`src/hw/rtl/tcw_pkg.sv`:
```
`default_nettype none
// ----------------------------------------------------------------------------
// tcw_pkg: shared types and constants for the text console writer
// Field widths, mode codes, character codes and the control/status bundles
// that run between the controller and the datapath.
// ----------------------------------------------------------------------------
package tcw_pkg;

   localparam int MODE_W    = 2;
   localparam int CHAR_W    = 8;
   localparam int ATTR_W    = 8;
   localparam int INDEX_W   = 11;
   localparam int ROW_OUT_W = 5;
   localparam int COL_OUT_W = 7;

   localparam logic [MODE_W-1:0] MODE_PUT   = 2'd0;
   localparam logic [MODE_W-1:0] MODE_CLEAR = 2'd1;
   localparam logic [MODE_W-1:0] MODE_READ  = 2'd2;

   localparam logic [CHAR_W-1:0] CHAR_SPACE   = 8'h20;
   localparam logic [CHAR_W-1:0] CHAR_NEWLINE = 8'h0A;
   localparam logic [ATTR_W-1:0] RESET_ATTR   = 8'h07;

   // controller -> datapath
   typedef struct packed {
      logic accept;      // input transfer this cycle
      logic sweep;       // schedule one store write at the sweep pointer
      logic move;        // sweep copies the cell one row below
      logic reset_attr;  // blank cells take the reset attribute
      logic emit;        // load the result register
   } ctl_cmd_type;

   // datapath -> controller
   typedef struct packed {
      logic item_clear;     // offered item is a clear
      logic item_scroll;    // offered item overflows the last row
      logic ptr_last;       // sweep pointer on the last cell
      logic ptr_last_move;  // sweep pointer on the last cell that is copied
      logic wr_busy;        // store write still pending
   } dp_sts_type;

endpackage
`default_nettype wire

```
`src/hw/rtl/tcw_ctrl.sv`:
```
`default_nettype none
// ----------------------------------------------------------------------------
// tcw_ctrl: sequencing state machine of the text console writer
// Runs the power-up blank sweep, takes one item at a time, walks the store
// for clear and scroll, and owns the result valid flag.
// ----------------------------------------------------------------------------
module tcw_ctrl (
   input  wire logic                 clock,
   input  wire logic                 reset,
   input  wire logic                 req_valid,
   output logic                      req_ready,
   output logic                      rsp_valid,
   input  wire logic                 rsp_ready,
   input  wire tcw_pkg::dp_sts_type  sts,
   output tcw_pkg::ctl_cmd_type      cmd
);
   import tcw_pkg::*;

   typedef enum logic [2:0] {
      ST_INIT,
      ST_IDLE,
      ST_CLEAR,
      ST_MOVE,
      ST_BLANK,
      ST_EMIT
   } state_type;

   state_type state_ff;
   logic      rsp_valid_ff;

   assign rsp_valid = rsp_valid_ff;
   assign req_ready = (state_ff == ST_IDLE) && !sts.wr_busy;

   always_comb begin
      cmd = '0;
      case (state_ff)
         ST_INIT: begin
            cmd.sweep      = 1'b1;
            cmd.reset_attr = 1'b1;
         end
         ST_IDLE: begin
            cmd.accept = req_valid && req_ready;
         end
         ST_CLEAR, ST_BLANK: begin
            cmd.sweep = 1'b1;
         end
         ST_MOVE: begin
            cmd.sweep = 1'b1;
            cmd.move  = 1'b1;
         end
         ST_EMIT: begin
            cmd.emit = !rsp_valid_ff || rsp_ready;
         end
         default: begin
         end
      endcase
   end

   always_ff @(posedge clock) begin
      if (reset) begin
         state_ff     <= ST_INIT;
         rsp_valid_ff <= 1'b0;
      end else begin
         if (cmd.emit) begin
            rsp_valid_ff <= 1'b1;
         end else if (rsp_ready) begin
            rsp_valid_ff <= 1'b0;
         end
         case (state_ff)
            ST_INIT: begin
               if (sts.ptr_last) begin
                  state_ff <= ST_IDLE;
               end
            end
            ST_IDLE: begin
               if (cmd.accept) begin
                  if (sts.item_clear) begin
                     state_ff <= ST_CLEAR;
                  end else if (sts.item_scroll) begin
                     state_ff <= ST_MOVE;
                  end else begin
                     state_ff <= ST_EMIT;
                  end
               end
            end
            ST_CLEAR, ST_BLANK: begin
               if (sts.ptr_last) begin
                  state_ff <= ST_EMIT;
               end
            end
            ST_MOVE: begin
               if (sts.ptr_last_move) begin
                  state_ff <= ST_BLANK;
               end
            end
            ST_EMIT: begin
               if (cmd.emit) begin
                  state_ff <= ST_IDLE;
               end
            end
            default: begin
               state_ff <= ST_INIT;
            end
         endcase
      end
   end

   a_one_item_at_a_time: assert property (@(posedge clock) disable iff (reset)
      cmd.accept |=> !req_ready)
      else $error("second item taken while one is in flight");

   a_emit_sets_valid: assert property (@(posedge clock) disable iff (reset)
      cmd.emit |=> rsp_valid_ff)
      else $error("result loaded without valid");

   a_move_then_blank: assert property (@(posedge clock) disable iff (reset)
      (state_ff == ST_MOVE && sts.ptr_last_move) |=> (state_ff == ST_BLANK))
      else $error("row copy did not hand over to bottom row blanking");

endmodule
`default_nettype wire

```
`config.mk`:
```
export PLATFORM = sky130hd
export DESIGN_NAME = tcw_ctrl
export DESIGN_NICKNAME = d
export VERILOG_FILES = /design/src/hw/rtl/tcw_pkg.sv /design/src/hw/rtl/tcw_ctrl.sv
export SDC_FILE = /design/constraint.sdc
export NUM_CORES = 1
export LEC_CHECK = 0
export ABC_CLOCK_PERIOD_IN_PS = 2300
export BUFFER_PORTS_ARGS = -buffer_cell sky130_fd_sc_hd__buf_2
export CORE_AREA = 2 2 39 41
export CTS_CLUSTER_DIAMETER = 60
export CTS_CLUSTER_SIZE = 30
export DETAILED_ROUTE_END_ITERATION = 16
export DIE_AREA = 0 0 41 43
export PLACE_DENSITY = 0.54
export SLEW_MARGIN = 20
export SYNTH_ARGS = -nofsm -noshare
export SYNTH_HDL_FRONTEND = slang
export SYNTH_SLANG_ARGS = --single-unit
```
`constraint.sdc`:
```
create_clock -name clock -period 2.3 [get_ports clock]
set_input_delay 0.23 -clock clock [delete_from_list [all_inputs] [get_ports clock]]
set_output_delay 0.23 -clock clock [all_outputs]
set_load 0.01 [all_outputs]
```
==> flow_metrics.env, run 1 <==
export IMPL_critical_path_endpoint_type="output pin"
export IMPL_synth_enable_flop_cells=0
export IMPL_place_port_buffers=15
export IMPL_largest_net_degree_at_the_start_of_global_routing=14
export IMPL_critical_path_reg2reg_endpoint="state_ff[1]"
export IMPL_insertedDiodeCount=0
export IMPL_final_layout_size_suffix_gt1_frac=0.396
export IMPL_fmaxAchievable_mhz=668
export IMPL_cp_startpoint="state_ff[0]"
export IMPL_place_hpwl_um=559
export IMPL_power_per_cell_area_nw_per_um2=533
export IMPL_max_slew_margin=0.743
export IMPL_synth_cell_type_count=22
export IMPL_number_of_cells_in_the_finished_layout_apart_from_fillers=69
export IMPL_synth_yosys_seq_area_share=0.260
export IMPL_layout_setup_ws_ns=0.803
export IMPL_actual_slew_at_the_worst_max_slew_pin_ns=0.384
export IMPL_rows=14
export IMPL_vert_die_dim_um=43
export IMPL_via_count=321
export IMPL_initial_antenna_violation_count=0
export IMPL_finalHoldViolCount=0
export IMPL_rsz0062_at_grt="false"
export IMPL_drc=0
export IMPL_clockRootBuffer="sky130_fd_sc_hd__clkbuf_4"
export IMPL_worstPathMaxFanout=10
export IMPL_synth_top_flop_cell="sky130_fd_sc_hd__dfxtp_1"
export IMPL_grt_pass1_vias=258
export IMPL_maxCapViolCount=0
export IMPL_floorplan_initialDensity=0.222
export IMPL_avg_synthesized_cell_area_um2=8.10
export IMPL_placedCellCount=66
export IMPL_fin_crit_sh=0.651
export IMPL_outcome="completed"
export IMPL_area_growth_syn_to_layout_pct=29.3
export IMPL_ctsHtreeMaxLevel=1
export IMPL_path_clk_slew_ns=0.04
export IMPL_grt_util_all_layers=0.0822
export IMPL_holdCritPathClass="input port to flop"
export IMPL_min_period_ns=1.50
export IMPL_total_leakage_power_nw=0.194
export IMPL_design_die_area_um2=1760
export IMPL_worst_ep_arrival_time_ns=1.27
export IMPL_reg2reg_setup_slack_ns=1.13
export IMPL_core_area_um2=1380
export IMPL_netlist_area_um2=308
export IMPL_fin_nets=64
export IMPL_drtAntennaViolNets=0
export IMPL_cts_resized=0
export IMPL_wire_per_inst_um=9.80
export IMPL_hold_depth=2
export IMPL_fin_setup_tns_ns=0
export IMPL_cts_setup_buffers=0
export IMPL_num_io_pins=16
export IMPL_avgViaCountPerCell=4.65
export IMPL_holdPathEnd="rsp_valid"
export IMPL_timing_setup_critical_path_class="flop to output pin"
export IMPL_ys_seq_elements=4
export IMPL_tritoncts="yes"
export IMPL_cts_hold_buffers_added=0
export IMPL_critical_hold_path_startpoint="reset"
export IMPL_ys_async_rst_share=0
export IMPL_aggregate_global_routing_overflow=0
export IMPL_finalSetupViolCount=0
export IMPL_drt_pass1_iterations=2
export IMPL_r2r_cells=3
export IMPL_global_route_wire_length_before_repair_um=952
export IMPL_post_synth_main_area_contributors="sky130_fd_sc_hd__dfxtp_1 (26%), sky130_fd_sc_hd__buf_6 (7.3%), sky130_fd_sc_hd__a21oi_1 (6.5%), sky130_fd_sc_hd__nor2_1 (6.1%), sky130_fd_sc_hd__o41ai_2 (5.3%)"
export IMPL_worstSetupStartpointType="flop"
export IMPL_required_time_at_the_worst_slack_endpoint_ns=2.07
export IMPL_cts_sinks=4
export IMPL_synth_largest_area_cell="sky130_fd_sc_hd__dfxtp_1"
export IMPL_worst_clock_skew_ns=0.000680
export IMPL_worst_ir_drop_vdd_mv=0.260
export IMPL_dieWidth_um=41
export IMPL_synth_fp_nets=47
export IMPL_worst_skew_late_latency_ns=0.23
export IMPL_cts_inserted_buffers=3
export IMPL_post_route_util=0.288
export IMPL_clk_path_buf_depth=2
export IMPL_synth_top_cell_area_share=0.260
export IMPL_worst_r2r_startpoint="state_ff[0]"
export IMPL_place_congestion=0.715
export IMPL_finalWirelength_um=676
export IMPL_maxSlewViolCount=0
export IMPL_first_iter_violations=1
export IMPL_yosys_warnings=0
export IMPL_place_ws_ns=1.03
export IMPL_postSynthCellCount=38
-- cell usage after synthesis, types with 2 or more instances --
master,instances
sky130_fd_sc_hd__nand2b_1,2
sky130_fd_sc_hd__a21oi_1,4
sky130_fd_sc_hd__nor2b_1,2
sky130_fd_sc_hd__nor2_1,5
sky130_fd_sc_hd__nand2_1,3
sky130_fd_sc_hd__dfxtp_1,4
sky130_fd_sc_hd__buf_6,2
sky130_fd_sc_hd__o21a_1,2
-- stage by stage --
step	power (mW)	hold slack (ns)	cell area, um^2
finish	0.212	0.232	398
CTS	0.219	0.223	398
global route	0.225	0.226	398
global placement	0.127	0.479	375
floorplan	0.114	0.299	308
detailed placement	0.128	0.472	375
-- logic make-up after synthesis --
logic type,after synthesis,synth area share
buffers and inverters,4,0.102
DFF,4,0.260
and+or+nand+nor,19,0.366
muxes,1,0.0325
AOI/OAI and AO/OA,10,0.240
-- layout make-up --
cell class	count	area [um^2]
tap	16	20.0
sequential	4	80.1
inverter	1	3.75
clock buffer	3	22.5
multi-input combinational	30	196
fill	162	986
timing repair buffer	15	75.1
-- where the power goes --
part	leakage [nW]	total, mW	switching (mW)	internal, mW
clock	0.0138	0.0865	0.0282	0.0583
combinational	0.147	0.0436	0.0205	0.0230
sequential	0.0328	0.0822	0.00837	0.0738
-- worst max-delay path, cell delays in order, from the launching register on --
cell	delay, ns
sky130_fd_sc_hd__dfxtp_1	0.47
sky130_fd_sc_hd__nor3b_2	0.24
sky130_fd_sc_hd__nand2_1	0.10
sky130_fd_sc_hd__nor2_1	0.09
sky130_fd_sc_hd__buf_2	0.13
-- registers in the layout (all words and copies together), names as in the netlist --
| register | count |
|---|---|
| state_ff | 3 |
| rsp_valid | 1 |
-- worst max-delay path by stage --
stage / to / slack, ns / cells after the start
CTS: cmd[4] / 0.76 / 4
global route: cmd[4] / 0.67 / 4
global placement: cmd[4] / 1.05 / 4
finish: cmd[4] / 0.80 / 4
floorplan: cmd[4] / 1.23 / 4
detailed placement: cmd[4] / 1.03 / 4
-- per-layer routing --
metal | vias to the layer above | part of all wire | global-route usage
li1 | 164 | - | -
met1 | 149 | 0.39 | 0.0735
met2 | 8 | 0.54 | 0.138
met3 | 0 | 0.065 | 0.0628
met4 | 0 | 0 | 0.0200
met5 | - | 0 | 0
-- cells in the final DEF, fill, tap and decap left out, types with 2 or more instances in the layout --
master                      n
sky130_fd_sc_hd__nand2b_1   2
sky130_fd_sc_hd__buf_2     15
sky130_fd_sc_hd__clkbuf_4   3
sky130_fd_sc_hd__dfxtp_1    4
sky130_fd_sc_hd__nand2_1    3
sky130_fd_sc_hd__nor2_1     5
sky130_fd_sc_hd__o21a_1     2
sky130_fd_sc_hd__a21oi_1    4
sky130_fd_sc_hd__nor2b_1    2
(Power assumes the default switching activity.)
==> inputs of run 2 (changes only) <==
- ABC_CLOCK_PERIOD_IN_PS: 2300 -> 1400
- clock period: 2.3 -> 1.4 ns (I/O delays scaled with it)
==> run 2 against run 1 <==
Combinational power up 66%. Sequential share of layout area up 0.50 points. Clock skew up 0.0028 ns. Worst hold slack worse by 0.094 ns. Critical path depth unchanged. Clock power up 62%.
==> flow_metrics.env, run 2 (synthesized netlist as in run 1, its figures left out) <==
export IMPL_fin_nets=64
export IMPL_clockRootBuffer="sky130_fd_sc_hd__clkbuf_4"
export IMPL_cts_inserted_buffers=3
export IMPL_critical_path_endpoint_type="output pin"
export IMPL_fin_setup_tns_ns=0
export IMPL_finalHoldViolCount=0
export IMPL_place_ws_ns=0.227
export IMPL_first_iter_violations=1
export IMPL_fmaxAchievable_mhz=771
export IMPL_layout_common_cells="sky130_fd_sc_hd__buf_2 (15), sky130_fd_sc_hd__nor2_1 (5), sky130_fd_sc_hd__a21oi_1 (4)"
export IMPL_initial_antenna_violation_count=0
export IMPL_place_port_buffers=15
export IMPL_num_io_pins=16
export IMPL_outcome="completed"
export IMPL_finalSetupViolCount=0
export IMPL_place_hpwl_um=548
export IMPL_largest_net_degree_at_the_start_of_global_routing=14
export IMPL_drtAntennaViolNets=0
export IMPL_timing_setup_critical_path_class="flop to output pin"
export IMPL_timing_critical_path_buf_inv=1
export IMPL_cells_along_the_critical_path="nor3b_2 > nand2_1 > nor2_1 > buf_2"
export IMPL_drc=0
export IMPL_global_route_wire_length_before_repair_um=959
export IMPL_layout_setup_ws_ns=0.102
export IMPL_grt_util_all_layers=0.0822
export IMPL_rows=14
export IMPL_path_clk_slew_ns=0.04
export IMPL_worstPathMaxFanout=9
export IMPL_avgViaCountPerCell=4.64
export IMPL_final_layout_size_suffix_gt1_frac=0.434
export IMPL_required_time_at_the_worst_slack_endpoint_ns=1.26
export IMPL_actual_slew_at_the_worst_max_slew_pin_ns=0.293
export IMPL_worst_skew_late_latency_ns=0.23
export IMPL_design_die_area_um2=1760
export IMPL_worstSetupStartpointType="flop"
export IMPL_wire_per_inst_um=9.83
export IMPL_maxCapViolCount=0
export IMPL_floorplan_initialDensity=0.222
export IMPL_min_period_ns=1.30
export IMPL_worst_hold_check_slack_ns=0.138
export IMPL_dieWidth_um=41
export IMPL_rsz0062_at_grt="false"
export IMPL_crit_slowest_cell="sky130_fd_sc_hd__dfxtp_1"
export IMPL_crit_path_max_incr_delay_ns=0.38
export IMPL_maxSlewViolCount=0
export IMPL_tritoncts="yes"
export IMPL_finalWirelength_um=678
export IMPL_core_area_um2=1380
export IMPL_aggregate_global_routing_overflow=0
export IMPL_cts_sinks=4
export IMPL_max_slew_margin=0.804
export IMPL_insertedDiodeCount=0
export IMPL_register_with_the_most_flip_flops="state_ff"
export IMPL_vert_die_dim_um=43
export IMPL_holdCritPathClass="input port to flop"
export IMPL_total_leakage_power_nw=0.194
export IMPL_via_count=320
export IMPL_place_congestion=0.718
export IMPL_area_growth_syn_to_layout_pct=30.1
export IMPL_worst_clock_skew_ns=0.00344
export IMPL_cts_setup_buffers=0
export IMPL_worst_ir_drop_vdd_mv=0.435
export IMPL_critical_path_top_delay_family="simple AND/OR/NAND/NOR gates"
export IMPL_clk_path_buf_depth=2
export IMPL_grt_pass1_vias=247
export IMPL_number_of_flip_flops_under_the_largest_register_name=3
export IMPL_power_per_cell_area_nw_per_um2=869
export IMPL_most_common_cell_after_layout_fill_and_taps_aside="sky130_fd_sc_hd__buf_2"
export IMPL_fin_crit_sh=0.927
export IMPL_drt_pass1_iterations=2
export IMPL_worst_ep_arrival_time_ns=1.16
export IMPL_ctsHtreeMaxLevel=1
export IMPL_design_power_total_mw=0.348
==> run 2: cell counts in the layout (fill, tap and decap cells not counted) <==
No cell type changed its count.
==> run 2: timing repair <==
action | CTS | global route
setup endpoints to repair | 2 | 0
resized for setup | 2 | 0
hold buffers | 0 | 0
==> run 2: report_power, final <==
| part | switching, mW | leakage, nW | internal, mW | total (mW) |
|---|---|---|---|---|
| clock network | 0.0440 | 0.0138 | 0.0956 | 0.140 |
| logic | 0.0345 | 0.147 | 0.0379 | 0.0724 |
| registers | 0.0138 | 0.0335 | 0.122 | 0.136 |
| total | 0.0923 | 0.194 | 0.256 | 0.348 |
==> run 2: stage by stage <==
step / area (um^2) / utilization / cells
floorplan: 308 / - / 38
global placement: 375 / 0.271 / 66
detailed placement: 375 / 0.271 / 66
CTS: 400 / 0.289 / 69
global route: 400 / 0.289 / 69
finish: 400 / 0.289 / 69
==> run 2: path summary, 6_finish.rpt <==
path,from,to,slack (ns),cells past startpoint
hold / removal,reset,rsp_valid,0.14,2
setup reg to reg,state_ff[2],state_ff[2],0.25,3
setup / recovery,state_ff[2],cmd[4],0.10,4
hold reg to reg,rsp_valid,rsp_valid,0.52,2
==> run 2: routing by layer <==
| metal | vias to the layer above | routed length (um) | share of wire | track usage |
|---|---|---|---|---|
| li1 | 165 | - | - | - |
| met1 | 147 | 292 | 0.43 | 0.0801 |
| met2 | 8 | 345 | 0.51 | 0.131 |
| met3 | 0 | 40 | 0.059 | 0.0628 |
| met4 | 0 | 0 | 0 | 0.0200 |
| met5 | - | 0 | 0 | 0 |
==> run 2: area by class of cell <==
| type | count | area (um^2) |
|---|---|---|
| Multi-Input combinational cell | 30 | 196 |
| Fill cell | 162 | 983 |
| Inverter | 1 | 3.75 |
| Sequential cell | 4 | 82.6 |
| Clock buffer | 3 | 22.5 |
| Timing Repair Buffer | 15 | 75.1 |
| Tap cell | 16 | 20.0 |
==> inputs of run 3 (changes only) <==
- ABC_CLOCK_PERIOD_IN_PS: 1400 -> 1700
- clock period: 1.4 -> 1.7 ns (I/O delays scaled with it)
==> run 3 against run 2 <==
Critical path depth did not move. Worst setup slack improved by 0.15 ns. Critical endpoint unchanged. Clock-buffer cell count unchanged. Flip-flop and latch count did not move.
==> flow_metrics.env, run 3 (synthesized netlist as in run 1, its figures left out) <==
export IMPL_outcome="completed"
export IMPL_filler_cell_count_in_the_final_layout=169
export IMPL_timing_setup_critical_path_class="flop to output pin"
export IMPL_core_area_um2=1380
export IMPL_number_of_flip_flops_under_the_largest_register_name=3
export IMPL_area_growth_syn_to_layout_pct=29.3
export IMPL_cts_setup_buffers=0
export IMPL_power_per_cell_area_nw_per_um2=724
export IMPL_seqCellArea_um2=80.1
export IMPL_vert_die_dim_um=43
export IMPL_min_period_ns=1.44
export IMPL_critical_hold_path_startpoint="reset"
export IMPL_design_die_area_um2=1760
export IMPL_cp_startpoint="state_ff[0]"
export IMPL_global_route_wire_length_before_repair_um=979
export IMPL_drt_pass1_iterations=2
export IMPL_drtAntennaViolNets=0
export IMPL_required_time_at_the_worst_slack_endpoint_ns=1.53
export IMPL_avgViaCountPerCell=4.62
export IMPL_most_common_cell_after_layout_fill_and_taps_aside="sky130_fd_sc_hd__buf_2"
export IMPL_aggregate_global_routing_overflow=0
export IMPL_cts_hold_buffers_added=0
export IMPL_cts_sinks=4
export IMPL_wire_per_inst_um=10.2
export IMPL_first_iter_violations=2
export IMPL_gr_max_usage_layer="met2"
export IMPL_drc=0
export IMPL_layout_common_cells="sky130_fd_sc_hd__buf_2 (15), sky130_fd_sc_hd__nor2_1 (5), sky130_fd_sc_hd__a21oi_1 (4), sky130_fd_sc_hd__dfxtp_1 (4)"
export IMPL_floorplan_initialDensity=0.222
export IMPL_holdCritPathClass="input port to flop"
export IMPL_place_port_buffers=15
export IMPL_hold_depth=2
export IMPL_dieWidth_um=41
export IMPL_worst_ir_drop_vdd_mv=0.347
export IMPL_maxCapViolCount=0
export IMPL_insertedDiodeCount=0
export IMPL_grt_pass1_vias=267
export IMPL_via_count=319
export IMPL_worstSetupStartpointType="flop"
export IMPL_grt_util_all_layers=0.0832
export IMPL_initial_antenna_violation_count=0
export IMPL_clk_path_buf_depth=2
export IMPL_fmaxAchievable_mhz=692
export IMPL_rsz0062_at_grt="false"
export IMPL_grt_util_met3=0.0628
export IMPL_final_layout_size_suffix_gt1_frac=0.396
export IMPL_clockRootBuffer="sky130_fd_sc_hd__clkbuf_4"
export IMPL_place_congestion=0.716
export IMPL_critical_path_endpoint_type="output pin"
export IMPL_finalWirelength_um=705
export IMPL_globalRouteMet2Util=0.134
export IMPL_multi_input_comb_area_um2=196
export IMPL_worst_skew_late_latency_ns=0.23
export IMPL_actual_slew_at_the_worst_max_slew_pin_ns=0.394
export IMPL_grt_util_met1=0.0801
export IMPL_max_slew_margin=0.737
export IMPL_ctsHtreeMaxLevel=1
export IMPL_critical_path_reg2reg_endpoint="state_ff[2]"
export IMPL_path_clk_slew_ns=0.04
export IMPL_num_io_pins=16
export IMPL_finalHoldViolCount=0
export IMPL_holdPathEnd="rsp_valid"
export IMPL_total_leakage_power_nw=0.194
export IMPL_cts_inserted_buffers=3
export IMPL_fin_setup_tns_ns=0
export IMPL_maxSlewViolCount=0
export IMPL_worst_ep_arrival_time_ns=1.27
export IMPL_worst_r2r_startpoint="state_ff[2]"
export IMPL_fin_nets=64
export IMPL_fin_crit_sh=0.850
export IMPL_worst_clock_skew_ns=0.000779
export IMPL_rows=14
export IMPL_finalSetupViolCount=0
export IMPL_largest_net_degree_at_the_start_of_global_routing=14
export IMPL_post_route_util=0.288
export IMPL_tritoncts="yes"
export IMPL_register_with_the_most_flip_flops="state_ff"
export IMPL_design_power_total_mw=0.288
export IMPL_worstPathMaxFanout=10
export IMPL_reg2reg_setup_slack_ns=0.50
export IMPL_r2r_cells=3
export IMPL_cts_resized=0
[run 3: cell type report]
type	instances	area share
Sequential cell	4	0.201
Timing Repair Buffer	15	0.189
Inverter	1	0.00943
Tap cell	16	0.0503
Clock buffer	3	0.0566
Multi-Input combinational cell	30	0.494
[run 3: metrics by stage]
step                      instance area (um^2)  hold WS, ns  instances  worst slack [ns]
after floorplan                            308        0.239         38             0.680
after global placement                     375        0.420         66             0.510
after detailed placement                   375        0.414         66             0.501
after CTS                                  398        0.166         69             0.242
after global routing                       398        0.171         69             0.123
final                                      398        0.172         69             0.256
[run 3: metal layers]
metal	routed length, um	vias to the layer above	share of wire
li1	-	164	-
met1	301	147	0.43
met2	367	8	0.52
met3	36	0	0.051
met4	0	0	0
met5	0	-	0
[run 3: worst max-delay path by stage]
stage                        endpoint  cells after the start  slack (ns)
after global placement         cmd[4]                      4        0.51
final                          cmd[4]                      4        0.26
after detailed placement       cmd[4]                      4        0.50
after global routing           cmd[4]                      4        0.12
after CTS                      cmd[4]                      4        0.24
after floorplan           state_ff[2]                      4        0.68
[run 3: power breakdown]
part	switching [mW]	internal, mW
Combinational	0.0284	0.0312
Clock	0.0380	0.0789
Sequential	0.0118	0.0998
Total	0.0782	0.210
[run 3: critical path: stages (launching register included)]
cell and delay, ns:
sky130_fd_sc_hd__dfxtp_1 0.47, sky130_fd_sc_hd__nor3b_2 0.24, sky130_fd_sc_hd__nand2_1 0.10, sky130_fd_sc_hd__nor2_1 0.09, sky130_fd_sc_hd__buf_2 0.13
